### config.mk
export PLATFORM = sky130hd
export DESIGN_NAME = signed_integer_to_radix_ascii_top
export DESIGN_NICKNAME = d
export VERILOG_FILES = /design/src/hdl/sira_pkg.sv /design/src/hdl/signed_integer_to_radix_ascii_top.sv /design/src/hdl/sira_front.sv /design/src/hdl/sira_fifo.sv /design/src/hdl/sira_back.sv
export SDC_FILE = /design/constraint.sdc
export NUM_CORES = 1
export LEC_CHECK = 0
export BUFFER_PORTS_ARGS = -buffer_cell sky130_fd_sc_hd__buf_2
export CAP_MARGIN = 20
export CORE_AREA = 5 5 193 195
export CTS_BUF_LIST = sky130_fd_sc_hd__clkbuf_8
export DETAILED_ROUTE_END_ITERATION = 10
export DIE_AREA = 0 0 198 200
export SETUP_SLACK_MARGIN = 0.02
export SYNTH_ARGS = -nofsm -noshare
export SYNTH_HDL_FRONTEND = slang
export SYNTH_SLANG_ARGS = --single-unit
### constraint.sdc
create_clock -name clk_i -period 12.43 [get_ports clk_i]
set_input_delay 3.729 -clock clk_i [delete_from_list [all_inputs] [get_ports clk_i]]
set_output_delay 3.729 -clock clk_i [all_outputs]
set_load 0.01 [all_outputs]
### src/hdl/sira_pkg.sv
package sira_pkg;

  // Default width of the signed value
  localparam int unsigned VALUE_BITS_DEF = 32;

  localparam int unsigned RADIX_W  = 5;
  localparam int unsigned CHAR_W   = 7;
  localparam int unsigned DIGIT_W  = 4;
  localparam int unsigned OUT_W    = 8;
  // Quotient bits produced per divider cycle
  localparam int unsigned STEP_BITS = 4;
  localparam int unsigned QUEUE_DEPTH = 2;

  localparam logic [RADIX_W-1:0] RADIX_MIN = 5'd2;
  localparam logic [RADIX_W-1:0] RADIX_MAX = 5'd16;
  localparam logic [RADIX_W-1:0] RADIX_DEC = 5'd10;

  localparam logic [CHAR_W-1:0] CHAR_MINUS = 7'h2D;
  localparam logic [CHAR_W-1:0] CHAR_ZERO  = 7'h30;
  localparam logic [CHAR_W-1:0] CHAR_ALPHA = 7'h41;
  localparam logic [CHAR_W-1:0] CHAR_NONE  = 7'h00;
  localparam logic [DIGIT_W-1:0] DIGIT_TEN = 4'd10;

  typedef struct packed {
    logic               bad_radix;
    logic               minus;
    logic [RADIX_W-1:0] radix;
  } item_flags_t;

  function automatic logic [CHAR_W-1:0] digit_char(input logic [DIGIT_W-1:0] d);
    logic [CHAR_W-1:0] c;
    if (d >= DIGIT_TEN) begin
      c = CHAR_ALPHA + CHAR_W'(d - DIGIT_TEN);
    end else begin
      c = CHAR_ZERO + CHAR_W'(d);
    end
    return c;
  endfunction

endpackage

### src/hdl/signed_integer_to_radix_ascii_top.sv
// Flow: an accepted word goes through the queue to the sequencer, which divides out each digit in turn;
//   the divider resolves 4 quotient bits per cycle. The characters then go out, most significant first.
// The sequencer converts one word at a time and pops the next only after the last character of the
//   current word is in the output register. A 2-word queue lets input run ahead.
// Reset: rst_ni asynchronous, active low; clears queue pointers, sequencer and output valid.
module signed_integer_to_radix_ascii_top #(
  parameter int unsigned VALUE_BITS = sira_pkg::VALUE_BITS_DEF
) (
  input  logic clk_i,
  input  logic rst_ni,
  // tdata: value [VALUE_BITS-1:0], radix [VALUE_BITS+4:VALUE_BITS], zero pad
  input  logic [((VALUE_BITS + sira_pkg::RADIX_W + 7) / 8) * 8 - 1:0] s_axis_tdata,
  input  logic                                                       s_axis_tvalid,
  output logic                                                       s_axis_tready,
  // tdata: character [6:0], zero [7]
  output logic [sira_pkg::OUT_W-1:0]                                 m_axis_tdata,
  output logic                                                       m_axis_tvalid,
  input  logic                                                       m_axis_tready,
  output logic                                                       m_axis_tlast,
  // tuser: bad_radix [0]
  output logic                                                       m_axis_tuser
);
  import sira_pkg::*;

  logic                  push, full, pop, empty;
  logic [VALUE_BITS-1:0] push_mag, pop_mag;
  item_flags_t           push_flags, pop_flags;
  logic [CHAR_W-1:0]     out_char;

  sira_front #(.VALUE_BITS(VALUE_BITS)) u_front (
    .s_axis_tvalid (s_axis_tvalid),
    .s_axis_tready (s_axis_tready),
    .value_i       (s_axis_tdata[VALUE_BITS-1:0]),
    .radix_i       (s_axis_tdata[VALUE_BITS +: RADIX_W]),
    .full_i        (full),
    .push_o        (push),
    .push_mag_o    (push_mag),
    .push_flags_o  (push_flags)
  );

  sira_fifo #(.VALUE_BITS(VALUE_BITS)) u_fifo (
    .clk_i        (clk_i),
    .rst_ni       (rst_ni),
    .push_i       (push),
    .push_mag_i   (push_mag),
    .push_flags_i (push_flags),
    .full_o       (full),
    .pop_i        (pop),
    .pop_mag_o    (pop_mag),
    .pop_flags_o  (pop_flags),
    .empty_o      (empty)
  );

  sira_back #(.VALUE_BITS(VALUE_BITS)) u_back (
    .clk_i         (clk_i),
    .rst_ni        (rst_ni),
    .empty_i       (empty),
    .pop_mag_i     (pop_mag),
    .pop_flags_i   (pop_flags),
    .pop_o         (pop),
    .m_axis_tvalid (m_axis_tvalid),
    .m_axis_tready (m_axis_tready),
    .char_o        (out_char),
    .last_o        (m_axis_tlast),
    .bad_o         (m_axis_tuser)
  );

  assign m_axis_tdata = {(OUT_W - CHAR_W)'(0), out_char};

endmodule

### src/hdl/sira_front.sv
module sira_front #(
  parameter int unsigned VALUE_BITS = sira_pkg::VALUE_BITS_DEF
) (
  input  logic                           s_axis_tvalid,
  output logic                           s_axis_tready,
  input  logic [VALUE_BITS-1:0]          value_i,
  input  logic [sira_pkg::RADIX_W-1:0]   radix_i,
  input  logic                           full_i,
  output logic                           push_o,
  output logic [VALUE_BITS-1:0]          push_mag_o,
  output sira_pkg::item_flags_t          push_flags_o
);
  import sira_pkg::*;

  logic neg;

  assign neg           = value_i[VALUE_BITS-1];
  assign s_axis_tready = !full_i;
  assign push_o        = s_axis_tvalid && !full_i;

  // Two's complement magnitude; the most negative value maps to 2^(N-1)
  assign push_mag_o = neg ? (~value_i + VALUE_BITS'(1)) : value_i;

  always_comb begin
    push_flags_o.bad_radix = (radix_i < RADIX_MIN) || (radix_i > RADIX_MAX);
    push_flags_o.minus     = neg && (radix_i == RADIX_DEC);
    push_flags_o.radix     = radix_i;
  end

endmodule

### src/hdl/sira_fifo.sv
module sira_fifo #(
  parameter int unsigned VALUE_BITS = sira_pkg::VALUE_BITS_DEF
) (
  input  logic                  clk_i,
  input  logic                  rst_ni,
  input  logic                  push_i,
  input  logic [VALUE_BITS-1:0] push_mag_i,
  input  sira_pkg::item_flags_t push_flags_i,
  output logic                  full_o,
  input  logic                  pop_i,
  output logic [VALUE_BITS-1:0] pop_mag_o,
  output sira_pkg::item_flags_t pop_flags_o,
  output logic                  empty_o
);
  import sira_pkg::*;

  localparam int unsigned PTR_W = (QUEUE_DEPTH > 1) ? $clog2(QUEUE_DEPTH) : 1;
  localparam int unsigned CNT_W = $clog2(QUEUE_DEPTH + 1);

  logic [VALUE_BITS-1:0] mag_q   [QUEUE_DEPTH];
  item_flags_t           flags_q [QUEUE_DEPTH];
  logic [PTR_W-1:0]      wr_ptr_q, wr_ptr_d;
  logic [PTR_W-1:0]      rd_ptr_q, rd_ptr_d;
  logic [CNT_W-1:0]      count_q, count_d;
  logic                  do_push, do_pop;

  assign full_o    = (count_q == CNT_W'(QUEUE_DEPTH));
  assign empty_o   = (count_q == '0);
  assign do_push   = push_i && !full_o;
  assign do_pop    = pop_i && !empty_o;
  assign pop_mag_o   = mag_q[rd_ptr_q];
  assign pop_flags_o = flags_q[rd_ptr_q];

  always_comb begin
    wr_ptr_d = wr_ptr_q;
    rd_ptr_d = rd_ptr_q;
    count_d  = count_q;
    if (do_push) begin
      wr_ptr_d = (wr_ptr_q == PTR_W'(QUEUE_DEPTH - 1)) ? '0 : wr_ptr_q + PTR_W'(1);
    end
    if (do_pop) begin
      rd_ptr_d = (rd_ptr_q == PTR_W'(QUEUE_DEPTH - 1)) ? '0 : rd_ptr_q + PTR_W'(1);
    end
    if (do_push && !do_pop) begin
      count_d = count_q + CNT_W'(1);
    end else if (do_pop && !do_push) begin
      count_d = count_q - CNT_W'(1);
    end
  end

  always_ff @(posedge clk_i or negedge rst_ni) begin
    if (!rst_ni) begin
      wr_ptr_q <= '0;
      rd_ptr_q <= '0;
      count_q  <= '0;
    end else begin
      wr_ptr_q <= wr_ptr_d;
      rd_ptr_q <= rd_ptr_d;
      count_q  <= count_d;
    end
  end

  always_ff @(posedge clk_i) begin
    if (do_push) begin
      mag_q[wr_ptr_q]   <= push_mag_i;
      flags_q[wr_ptr_q] <= push_flags_i;
    end
  end

endmodule

### src/hdl/sira_back.sv
module sira_back #(
  parameter int unsigned VALUE_BITS = sira_pkg::VALUE_BITS_DEF
) (
  input  logic                          clk_i,
  input  logic                          rst_ni,
  input  logic                          empty_i,
  input  logic [VALUE_BITS-1:0]         pop_mag_i,
  input  sira_pkg::item_flags_t         pop_flags_i,
  output logic                          pop_o,
  output logic                          m_axis_tvalid,
  input  logic                          m_axis_tready,
  output logic [sira_pkg::CHAR_W-1:0]   char_o,
  output logic                          last_o,
  output logic                          bad_o
);
  import sira_pkg::*;

  localparam int unsigned STEPS  = (VALUE_BITS + STEP_BITS - 1) / STEP_BITS;
  localparam int unsigned PAD_W  = STEPS * STEP_BITS;
  localparam int unsigned STEP_W = $clog2(STEPS);
  localparam int unsigned IDX_W  = $clog2(VALUE_BITS);
  localparam int unsigned CNT_W  = $clog2(VALUE_BITS + 1);

  typedef enum logic [5:0] {
    ST_IDLE = 6'b000001,
    ST_DIV  = 6'b000010,
    ST_PREP = 6'b000100,
    ST_SIGN = 6'b001000,
    ST_EMIT = 6'b010000,
    ST_BAD  = 6'b100000
  } back_state_e;

  back_state_e          state_q, state_d;
  logic [PAD_W-1:0]     mag_q, mag_d;
  logic [DIGIT_W-1:0]   rem_q, rem_d;
  logic [STEP_W-1:0]    step_q, step_d;
  logic [CNT_W-1:0]     cnt_q, cnt_d;
  logic [IDX_W-1:0]     rd_idx_q, rd_idx_d;
  logic                 minus_q, minus_d;
  logic [RADIX_W-1:0]   radix_q, radix_d;
  logic [DIGIT_W-1:0]   digit_store [VALUE_BITS];
  logic [DIGIT_W-1:0]   rd_q;
  logic                 wr_en;

  logic                 out_valid_q, out_valid_d;
  logic [CHAR_W-1:0]    out_char_q, out_char_d;
  logic                 out_last_q, out_last_d;
  logic                 out_bad_q, out_bad_d;
  logic                 out_free;

  // Divider datapath: STEP_BITS restoring steps per cycle
  logic [PAD_W-1:0]     div_mag;
  logic [DIGIT_W-1:0]   div_rem;
  logic [RADIX_W-1:0]   trial;

  always_comb begin
    div_mag = mag_q;
    div_rem = rem_q;
    trial   = '0;
    for (int k = 0; k < int'(STEP_BITS); k++) begin
      trial   = {div_rem, div_mag[PAD_W-1]};
      div_mag = {div_mag[PAD_W-2:0], 1'b0};
      if (trial >= radix_q) begin
        trial      = trial - radix_q;
        div_mag[0] = 1'b1;
      end
      div_rem = trial[DIGIT_W-1:0];
    end
  end

  assign out_free = !out_valid_q || m_axis_tready;
  assign pop_o    = (state_q == ST_IDLE) && !empty_i;

  always_comb begin
    state_d     = state_q;
    mag_d       = mag_q;
    rem_d       = rem_q;
    step_d      = step_q;
    cnt_d       = cnt_q;
    rd_idx_d    = rd_idx_q;
    minus_d     = minus_q;
    radix_d     = radix_q;
    wr_en       = 1'b0;
    out_valid_d = out_valid_q && !m_axis_tready;
    out_char_d  = out_char_q;
    out_last_d  = out_last_q;
    out_bad_d   = out_bad_q;

    case (state_q)
      ST_IDLE: begin
        if (!empty_i) begin
          if (pop_flags_i.bad_radix) begin
            state_d = ST_BAD;
          end else begin
            mag_d   = PAD_W'(pop_mag_i);
            rem_d   = '0;
            step_d  = '0;
            cnt_d   = '0;
            minus_d = pop_flags_i.minus;
            radix_d = pop_flags_i.radix;
            state_d = ST_DIV;
          end
        end
      end
      ST_DIV: begin
        mag_d = div_mag;
        rem_d = div_rem;
        if (step_q == STEP_W'(STEPS - 1)) begin
          // Digit complete: store remainder, restart on the quotient
          wr_en  = 1'b1;
          cnt_d  = cnt_q + CNT_W'(1);
          rem_d  = '0;
          step_d = '0;
          if (div_mag == '0) begin
            state_d = ST_PREP;
          end
        end else begin
          step_d = step_q + STEP_W'(1);
        end
      end
      ST_PREP: begin
        rd_idx_d = IDX_W'(cnt_q - CNT_W'(1));
        state_d  = minus_q ? ST_SIGN : ST_EMIT;
      end
      ST_SIGN: begin
        if (out_free) begin
          out_valid_d = 1'b1;
          out_char_d  = CHAR_MINUS;
          out_last_d  = 1'b0;
          out_bad_d   = 1'b0;
          state_d     = ST_EMIT;
        end
      end
      ST_EMIT: begin
        if (out_free) begin
          out_valid_d = 1'b1;
          out_char_d  = digit_char(rd_q);
          out_last_d  = (rd_idx_q == '0);
          out_bad_d   = 1'b0;
          if (rd_idx_q == '0) begin
            state_d = ST_IDLE;
          end else begin
            rd_idx_d = rd_idx_q - IDX_W'(1);
          end
        end
      end
      ST_BAD: begin
        if (out_free) begin
          out_valid_d = 1'b1;
          out_char_d  = CHAR_NONE;
          out_last_d  = 1'b1;
          out_bad_d   = 1'b1;
          state_d     = ST_IDLE;
        end
      end
      default: begin
        state_d = ST_IDLE;
      end
    endcase
  end

  always_ff @(posedge clk_i or negedge rst_ni) begin
    if (!rst_ni) begin
      state_q     <= ST_IDLE;
      step_q      <= '0;
      cnt_q       <= '0;
      rd_idx_q    <= '0;
      minus_q     <= 1'b0;
      out_valid_q <= 1'b0;
    end else begin
      state_q     <= state_d;
      step_q      <= step_d;
      cnt_q       <= cnt_d;
      rd_idx_q    <= rd_idx_d;
      minus_q     <= minus_d;
      out_valid_q <= out_valid_d;
    end
  end

  always_ff @(posedge clk_i) begin
    mag_q      <= mag_d;
    rem_q      <= rem_d;
    radix_q    <= radix_d;
    out_char_q <= out_char_d;
    out_last_q <= out_last_d;
    out_bad_q  <= out_bad_d;
  end

  // Digit memory, least significant digit first
  always_ff @(posedge clk_i) begin
    if (wr_en) begin
      digit_store[cnt_q[IDX_W-1:0]] <= div_rem;
    end
    rd_q <= digit_store[rd_idx_d];
  end

  assign m_axis_tvalid = out_valid_q;
  assign char_o        = out_char_q;
  assign last_o        = out_last_q;
  assign bad_o         = out_bad_q;

endmodule

After elaboration in Yosys (flattened, before gate mapping) --
Memory sizes are Yosys's and may differ from the RTL's. A register that Yosys moved wholly into a read port is not among the register bits. Index checks and enable logic that the tools add are counted.
Operators by class: add/subtract/negate cells 16, $lt $le $gt $ge 7, eq/ne operators 18, multiplexer cells 59, bitwise logic cells 3, reduce and logical (&&, ||, !) cells 31
Operators with widths (number):
- $mux 32 | 3
- $mux 6 | 11
- $pmux 32 s2 | 1
- $pmux 6 s6 | 1
- $add 32x1->32 const B | 1
- $logic_not 32->1 | 1
- $not 32->32 | 1
- $mux 4 | 7
- $mux 7 | 4
- $pmux 7 s3 | 1
- $ge 5x5->1 | 4
- $mux 1 | 17
- $sub 4x4->4 | 4
- $mux 5 | 3
- $ne 2x1->1 const B | 7
- $pmux 6 s2 | 1
- $pmux 5 s2 | 1
- $sub 5x1->5 const B | 2
- $mux 3 | 3
- $reduce_and 3->1 | 3
- $logic_and 1x1->1 | 8
- $pmux 4 s2 | 1
- $reduce_and 4->1 | 2
- $add 6x4->7 const A | 1
- 34 further kinds | 46
Storage, ports and cells: register bits after elaboration 76, bits in writable memories 206, input port bits 44, output and inout port bits 12, logic and storage cells 152, memories 3
Memory list:
- u_back.digit_store | words 32, width 4, read ports 1, clocked after Yosys merged registers in 1, wr ports 1, line sira_back.sv:41 | logic [DIGIT_W-1:0] digit_store [VALUE_BITS];
- u_fifo.mag_q | words 2, width 32, read ports 1, clocked after Yosys merged registers in 0, wr ports 1, line sira_fifo.sv:20 | logic [VALUE_BITS-1:0] mag_q [QUEUE_DEPTH];
- u_fifo.flags_q | words 2, width 7, read ports 1, clocked after Yosys merged registers in 0, wr ports 1, line sira_fifo.sv:21 | item_flags_t flags_q [QUEUE_DEPTH];

Depth between registers and ports, before layout --
word-level depth 12, depth in mapped cells 32

Hierarchy --
Synthesis repeated with hierarchy kept, for this count alone.
Second synthesis, totals: cell total of the unflattened synthesis 1007, area total of the unflattened synthesis 13533.0 um^2
Modules (own cells, without submodules):
- sira_back | instances 1, cells each 749, area an instance 9689.3 um^2
- sira_fifo | instances 1, cells each 140, area an instance 3007.9 um^2
- sira_front | instances 1, cells each 116, area an instance 824.5 um^2
- signed_integer_to_radix_ascii_top | instances 1, cells each 2, area an instance 11.3 um^2

Worst setup path before layout --
No wires, ideal clock.
path kind register to register, start point register u_back.radix_q[1], end point memory u_back.digit_store[0][2] (data pin), setup time 0.461 ns, arrival time 6.906 ns, setup slack 5.064 ns, stages on the path, launching flop included 28, period minus slack after synthesis 7.366 ns, cells stage by stage edfxtp_1 -> inv_1 -> ha_1 -> a21o_1 -> a21o_1 -> a21o_1 -> a21oi_1 -> mux2_2 -> ha_1 -> a21o_1 -> a21o_1 -> a21o_1 -> mux2i_1 -> ha_1 -> nor2b_1 -> o21ai_0 -> a31oi_1 -> o21ai_0 -> nand2b_1 -> clkbuf_1 -> a21oi_1 -> ha_1 -> o21ai_0 -> nand2b_1 -> a21o_1 -> a21oi_1 -> o21bai_1 -> o21ai_0
Between the ends: word-level cells in the longest chain between the ends 8, elaborated cells on any way between the ends 12, classes of those cells add/sub (4); order compare (4); mux (4)
RTL lines:
- from (decl) | line sira_back.sv:40 | logic [RADIX_W-1:0] radix_q, radix_d;
- from (signal assigned) | line sira_back.sv:183 | radix_q <= radix_d;
- $sub 4x4->4 / $ge 5x5->1 (equally long branches) | line sira_back.sv:64, sira_back.sv:63
- $mux 4 | line sira_back.sv:63 | if (trial >= radix_q) begin
- $sub 4x4->4 / $ge 5x5->1 (equally long branches) | line sira_back.sv:64, sira_back.sv:63
- $mux 4 | line sira_back.sv:63
- $ge 5x5->1 / $sub 4x4->4 (equally long branches) | line sira_back.sv:63, sira_back.sv:64
- $mux 4 | line sira_back.sv:63
- $sub 4x4->4 / $ge 5x5->1 (equally long branches) | line sira_back.sv:64, sira_back.sv:63
- $mux 4 (*) | line sira_back.sv:63
- net u_back.trial[2] | line sira_back.sv:54 | logic [RADIX_W-1:0] trial;
- to (decl) | line sira_back.sv:41
Mark *: on every way through the listed nets, which the timed path passes. The rest lies on a longest branch.

Worst setup path after layout --
start point register u_back.radix_q[0], end point register u_back.rem_q[1] (data pin)
Between the ends: word-level cells in the longest chain between the ends 10, elaborated cells on any way between the ends 14, classes of those cells add/sub (4); order compare (4); mux (6)
RTL lines:
- $sub 4x4->4 / $ge 5x5->1 (equally long branches) | line sira_back.sv:64, sira_back.sv:63
- $mux 4 | line sira_back.sv:63
- $sub 4x4->4 / $ge 5x5->1 (equally long branches) | line sira_back.sv:64, sira_back.sv:63
- $mux 4 | line sira_back.sv:63
- $ge 5x5->1 / $sub 4x4->4 (equally long branches) | line sira_back.sv:63, sira_back.sv:64
- $mux 4 | line sira_back.sv:63
- $sub 4x4->4 / $ge 5x5->1 (equally long branches) | line sira_back.sv:64, sira_back.sv:63
- $mux 4 (*) | line sira_back.sv:63
- net u_back.trial[1] | line sira_back.sv:54
- $mux 4 (*) | line sira_back.sv:108 | if (step_q == STEP_W'(STEPS - 1)) begin
- $pmux 4 s2 (*) | line sira_back.sv:89 | case (state_q)
- to (signal assigned) | line sira_back.sv:182 | rem_q <= rem_d;
- to (decl) | line sira_back.sv:35 | logic [DIGIT_W-1:0] rem_q, rem_d;
Marks and branches as above. A chain may end at the register's enable or synchronous reset.

==> out/results.md <==
### Layout
• **Fill cells** 3334
• **area growth from synthesis to final layout** 11.90%
• **nets@finish** 1191
• **Reg area** 8396 µm²
• **fin cells** 1607
• **fraction of the core area covered by cells at the end of the flow** 42.20%
• **most common cell after layout, fill and taps aside** sky130_fd_sc_hd__edfxtp_1
• **ratio of cells with drive above 1 in the final layout** 13.90%
• **top library cells by usage in the layout, fill and taps aside** 256 x sky130_fd_sc_hd__edfxtp_1, 145 x sky130_fd_sc_hd__nand2_1, 65 x sky130_fd_sc_hd__nor2_1
• **combined area of the multi-input logic cells** 4529 µm²

### Clock network
• **number of levels the H-tree was split into** 2
• **number of gates resized after CTS** 0
• **clock latency on the worst-skew pair** 580 ps
• **TritonCTS clock tree** yes
• **quantity of hold-fixing buffers added after cts** 0
• **number of clock sinks** 285
• **clock root cell** sky130_fd_sc_hd__clkbuf_8
• **clock-pin slew on the worst setup and hold paths** 60 ps
• **Max Buffers Root-to-Sink** 3
• **setup fix buffers added after clock tree synthesis** 0
• **CTS buffer count** 47

### Worst setup path
• **CP Launch Point** u_back.radix_q[0]
• **endpoint class of the critical path** register
• **endpoint of the worst register-to-register path** u_back.rem_q[1]
• **Critical Path AT** 8430 ps
• **data required time of the critical path** 12750 ps
• **Setup Crit Path Kind** register to register
• **category of cells accounting for the largest share of critical-path delay** compound AO/OA/AOI/OAI gates
• **reg-to-reg slack, setup** 4320 ps
• **worst reg2reg path startpoint** u_back.radix_q[0]
• **biggest cell delay along the critical path** 680 ps
• **slowest stage cell on the critical path** sky130_fd_sc_hd__o21bai_1
• **Crit path top cell by count** sky130_fd_sc_hd__a21o_1
• **maximum net fanout on the critical path** 33
• **length in cells of the worst reg-to-reg path** 27
• **critical path depth** 27
• **worst path bufs/invs** 1
• **element type at the critical path start** register
• **end point of the critical path** u_back.rem_q[1]

### Synthesis
• **post-synthesis cell count** 1045
• **net count after synthesis** 1127
• **async set-reset flop share out of synthesis** 8.772%
• **share of synthesized cell area in full adder, half adder and majority cells** 3.805%
• **synthesized-area fraction occupied by and/or/nand/nor cells** 11.59%
• **post-synthesis cell type count** 70
• **share of the synthesized netlist area taken by xor and xnor gates** 3.428%
• **fraction of the mapped netlist area in compound gates** 9.485%
• **largest family of logic cells by synthesized area** simple AND/OR/NAND/NOR gates
• **#FFs+latches synth** 285
• **number of synthesized flops with an enable pin** 256
• **synthesis warning total** 0
• **dominant synthesized flop cell** sky130_fd_sc_hd__edfxtp_1
• **mapped cell area** 13280 µm²
• **syn avg cell area** 12.71 µm²
• **sequential cell area fraction in the yosys report** 63.19%
• **mux contribution to synthesized area** 5.595%

### Timing
• **headroom to the max-slew limit** 32.50%
• **upper clock frequency limit** 0.1233 GHz
• **Total Negative Setup Slacks** 0 ps
• **final count of pins violating max slew** 0
• **unrepaired setup endpoints after global routing** false
• **number of hold violations in the final report** 0
• **final critical-path share of the clock period** 65.24%
• **Final Setup Violations** 0
• **Final Critical Period** 8109 ps
• **Worst Skew** 41.94 ps
• **Least-Margin Pin Slew** 1013 ps

### Drt
• **vias per inst** 5.170
• **per-cell routed wire length** 17.62 µm
• **Pre-Repair DR Iteration Count** 5
• **number of vias in the routed layout** 8308
• **starting DRC count in detailed routing** 589
• **final wirelength** 28320 µm
• **DRC viols** 0
• **number of nets with antenna violations after detailed routing** 0

### Floorplan
• **die height** 200 µm
• **core box area** 35220 µm²
• **starting density of the core** 37.71%
• **io pins** 56
• **Die Outline Area** 39600 µm²
• **Die Span X** 198 µm
• **row count** 69

### Place
• **RD Place Congestion** 0.7907
• **half-perimeter wire length after placement** 18330 µm
• **I/O Buffers** 51
• **Placed Instances** 1521

### Global route
• **busiest metal layer after global routing** met2
• **GRT Resource Usage Total** 14.18%
• **global-route wire length before repair** 45070 µm
• **via count of the first global-routing pass** 8451
• **GRT met2 Usage** 23.38%
• **pin count of the biggest net entering global routing** 70
• **number of antenna violations at the first check in global routing** 2
• **GRT Residual Overflow** 0
• **met1 Track Usage GR** 18.91%
• **met3 GRT Util** 2.971%

### Outcome
• **outcome** finished clean

### Job
• **Max Cap Viol** 0

### Worst hold path
• **min-delay worst type** register to register

## state kept, by name, summed over array words and instances (netlist names)
register / flops
u_back.cnt_q: 5
u_fifo.wr_ptr_q: 1
u_back.radix_q: 5
u_back.bad_o: 1
u_back.rd_idx_q: 5
u_back.step_q: 3
u_back.digit_store: 128
u_back.char_o: 7
u_back.m_axis_tvalid: 1
u_fifo.rd_ptr_q: 1
u_back.state_q: 6
u_back.last_o: 1
u_fifo.mag_q: 64
u_back.mag_q: 32
u_back.rd_q: 4
u_back.minus_q: 1
u_fifo.count_q: 2
u_fifo.flags_q: 14
u_back.rem_q: 4
## stage by stage
step	worst slack [ps]	hold slack, ps	instance area (µm²)
3_5_place_dp	4385	487.9	13990
6_report	4321	494.9	14860
5_1_grt	3808	521.0	14860
2_1_floorplan	5064	457.3	13280
3_3_place_gp	4523	472.0	13990
4_1_cts	4407	495.4	14860
## cells by family after synthesis
group	count (synthesis)
simple gates	323
flops	285
compound gates	187
buf+inv	86
mux	73
xor+xnor	52
fa+ha+maj	38
other cells	1
## metal layers
layer  vias up  routed length [µm]  share of wire, %
li1       4010                   -                 -
met2       162               13600                48
met3        51                1238               4.4
met1      4085               12800                45
met5         -                   0                 0
met4         0                 679               2.4
## synth_stat cells (6+ instances only)
cell,instances,area share [%]
sky130_fd_sc_hd__o21ai_0,63,2.4
sky130_fd_sc_hd__o31ai_1,9,0.51
sky130_fd_sc_hd__nand2b_1,9,0.42
sky130_fd_sc_hd__edfxtp_1,256,58
sky130_fd_sc_hd__nor2b_1,10,0.47
sky130_fd_sc_hd__nor3_1,9,0.34
sky130_fd_sc_hd__or4_1,6,0.34
sky130_fd_sc_hd__clkbuf_1,23,0.65
sky130_fd_sc_hd__nand2_1,145,4.1
sky130_fd_sc_hd__buf_4,10,0.57
sky130_fd_sc_hd__and3_1,10,0.47
sky130_fd_sc_hd__mux2i_1,63,4.7
sky130_fd_sc_hd__dfrtp_1,24,4.5
sky130_fd_sc_hd__xor2_1,11,0.73
sky130_fd_sc_hd__nor4_1,12,0.57
sky130_fd_sc_hd__buf_2,7,0.26
sky130_fd_sc_hd__inv_1,34,0.96
sky130_fd_sc_hd__nand3b_1,7,0.40
sky130_fd_sc_hd__nand3_1,16,0.60
sky130_fd_sc_hd__mux2_2,10,0.85
sky130_fd_sc_hd__nor2_1,66,1.9
sky130_fd_sc_hd__xnor2_1,41,2.7
sky130_fd_sc_hd__a221oi_1,12,0.79
sky130_fd_sc_hd__a21oi_1,40,1.5
sky130_fd_sc_hd__a311o_1,7,0.53
sky130_fd_sc_hd__a31oi_1,6,0.28
sky130_fd_sc_hd__ha_1,34,3.2
sky130_fd_sc_hd__a21o_1,13,0.73
sky130_fd_sc_hd__or3_1,10,0.47
## how the worst min path moves through the flow
stage | startpoint | end | slack, ps | cells past startpoint
5_1_grt | u_back.step_q[0] | u_back.step_q[0] | 520 | 1
3_5_place_dp | u_back.step_q[0] | u_back.step_q[0] | 490 | 1
2_1_floorplan | u_back.step_q[0] | u_back.step_q[0] | 460 | 1
3_3_place_gp | u_back.step_q[0] | u_back.step_q[0] | 470 | 1
4_1_cts | u_back.step_q[0] | u_back.step_q[0] | 500 | 1
6_report | u_back.step_q[0] | u_back.step_q[0] | 490 | 1
## final cells by class
cell class	count	area share (%)
Sequential cell	285	56.48
Multi-Input combinational cell	674	30.47
Clock buffer	49	4.537
Tap cell	461	3.880
Timing Repair Buffer	61	2.222
Clock inverter	35	1.330
Inverter	40	1.044
Antenna cell	2	0.03367
Power is not shown: default switching activity piles up to over one toggle a cycle in this logic, so the estimate is an artifact.
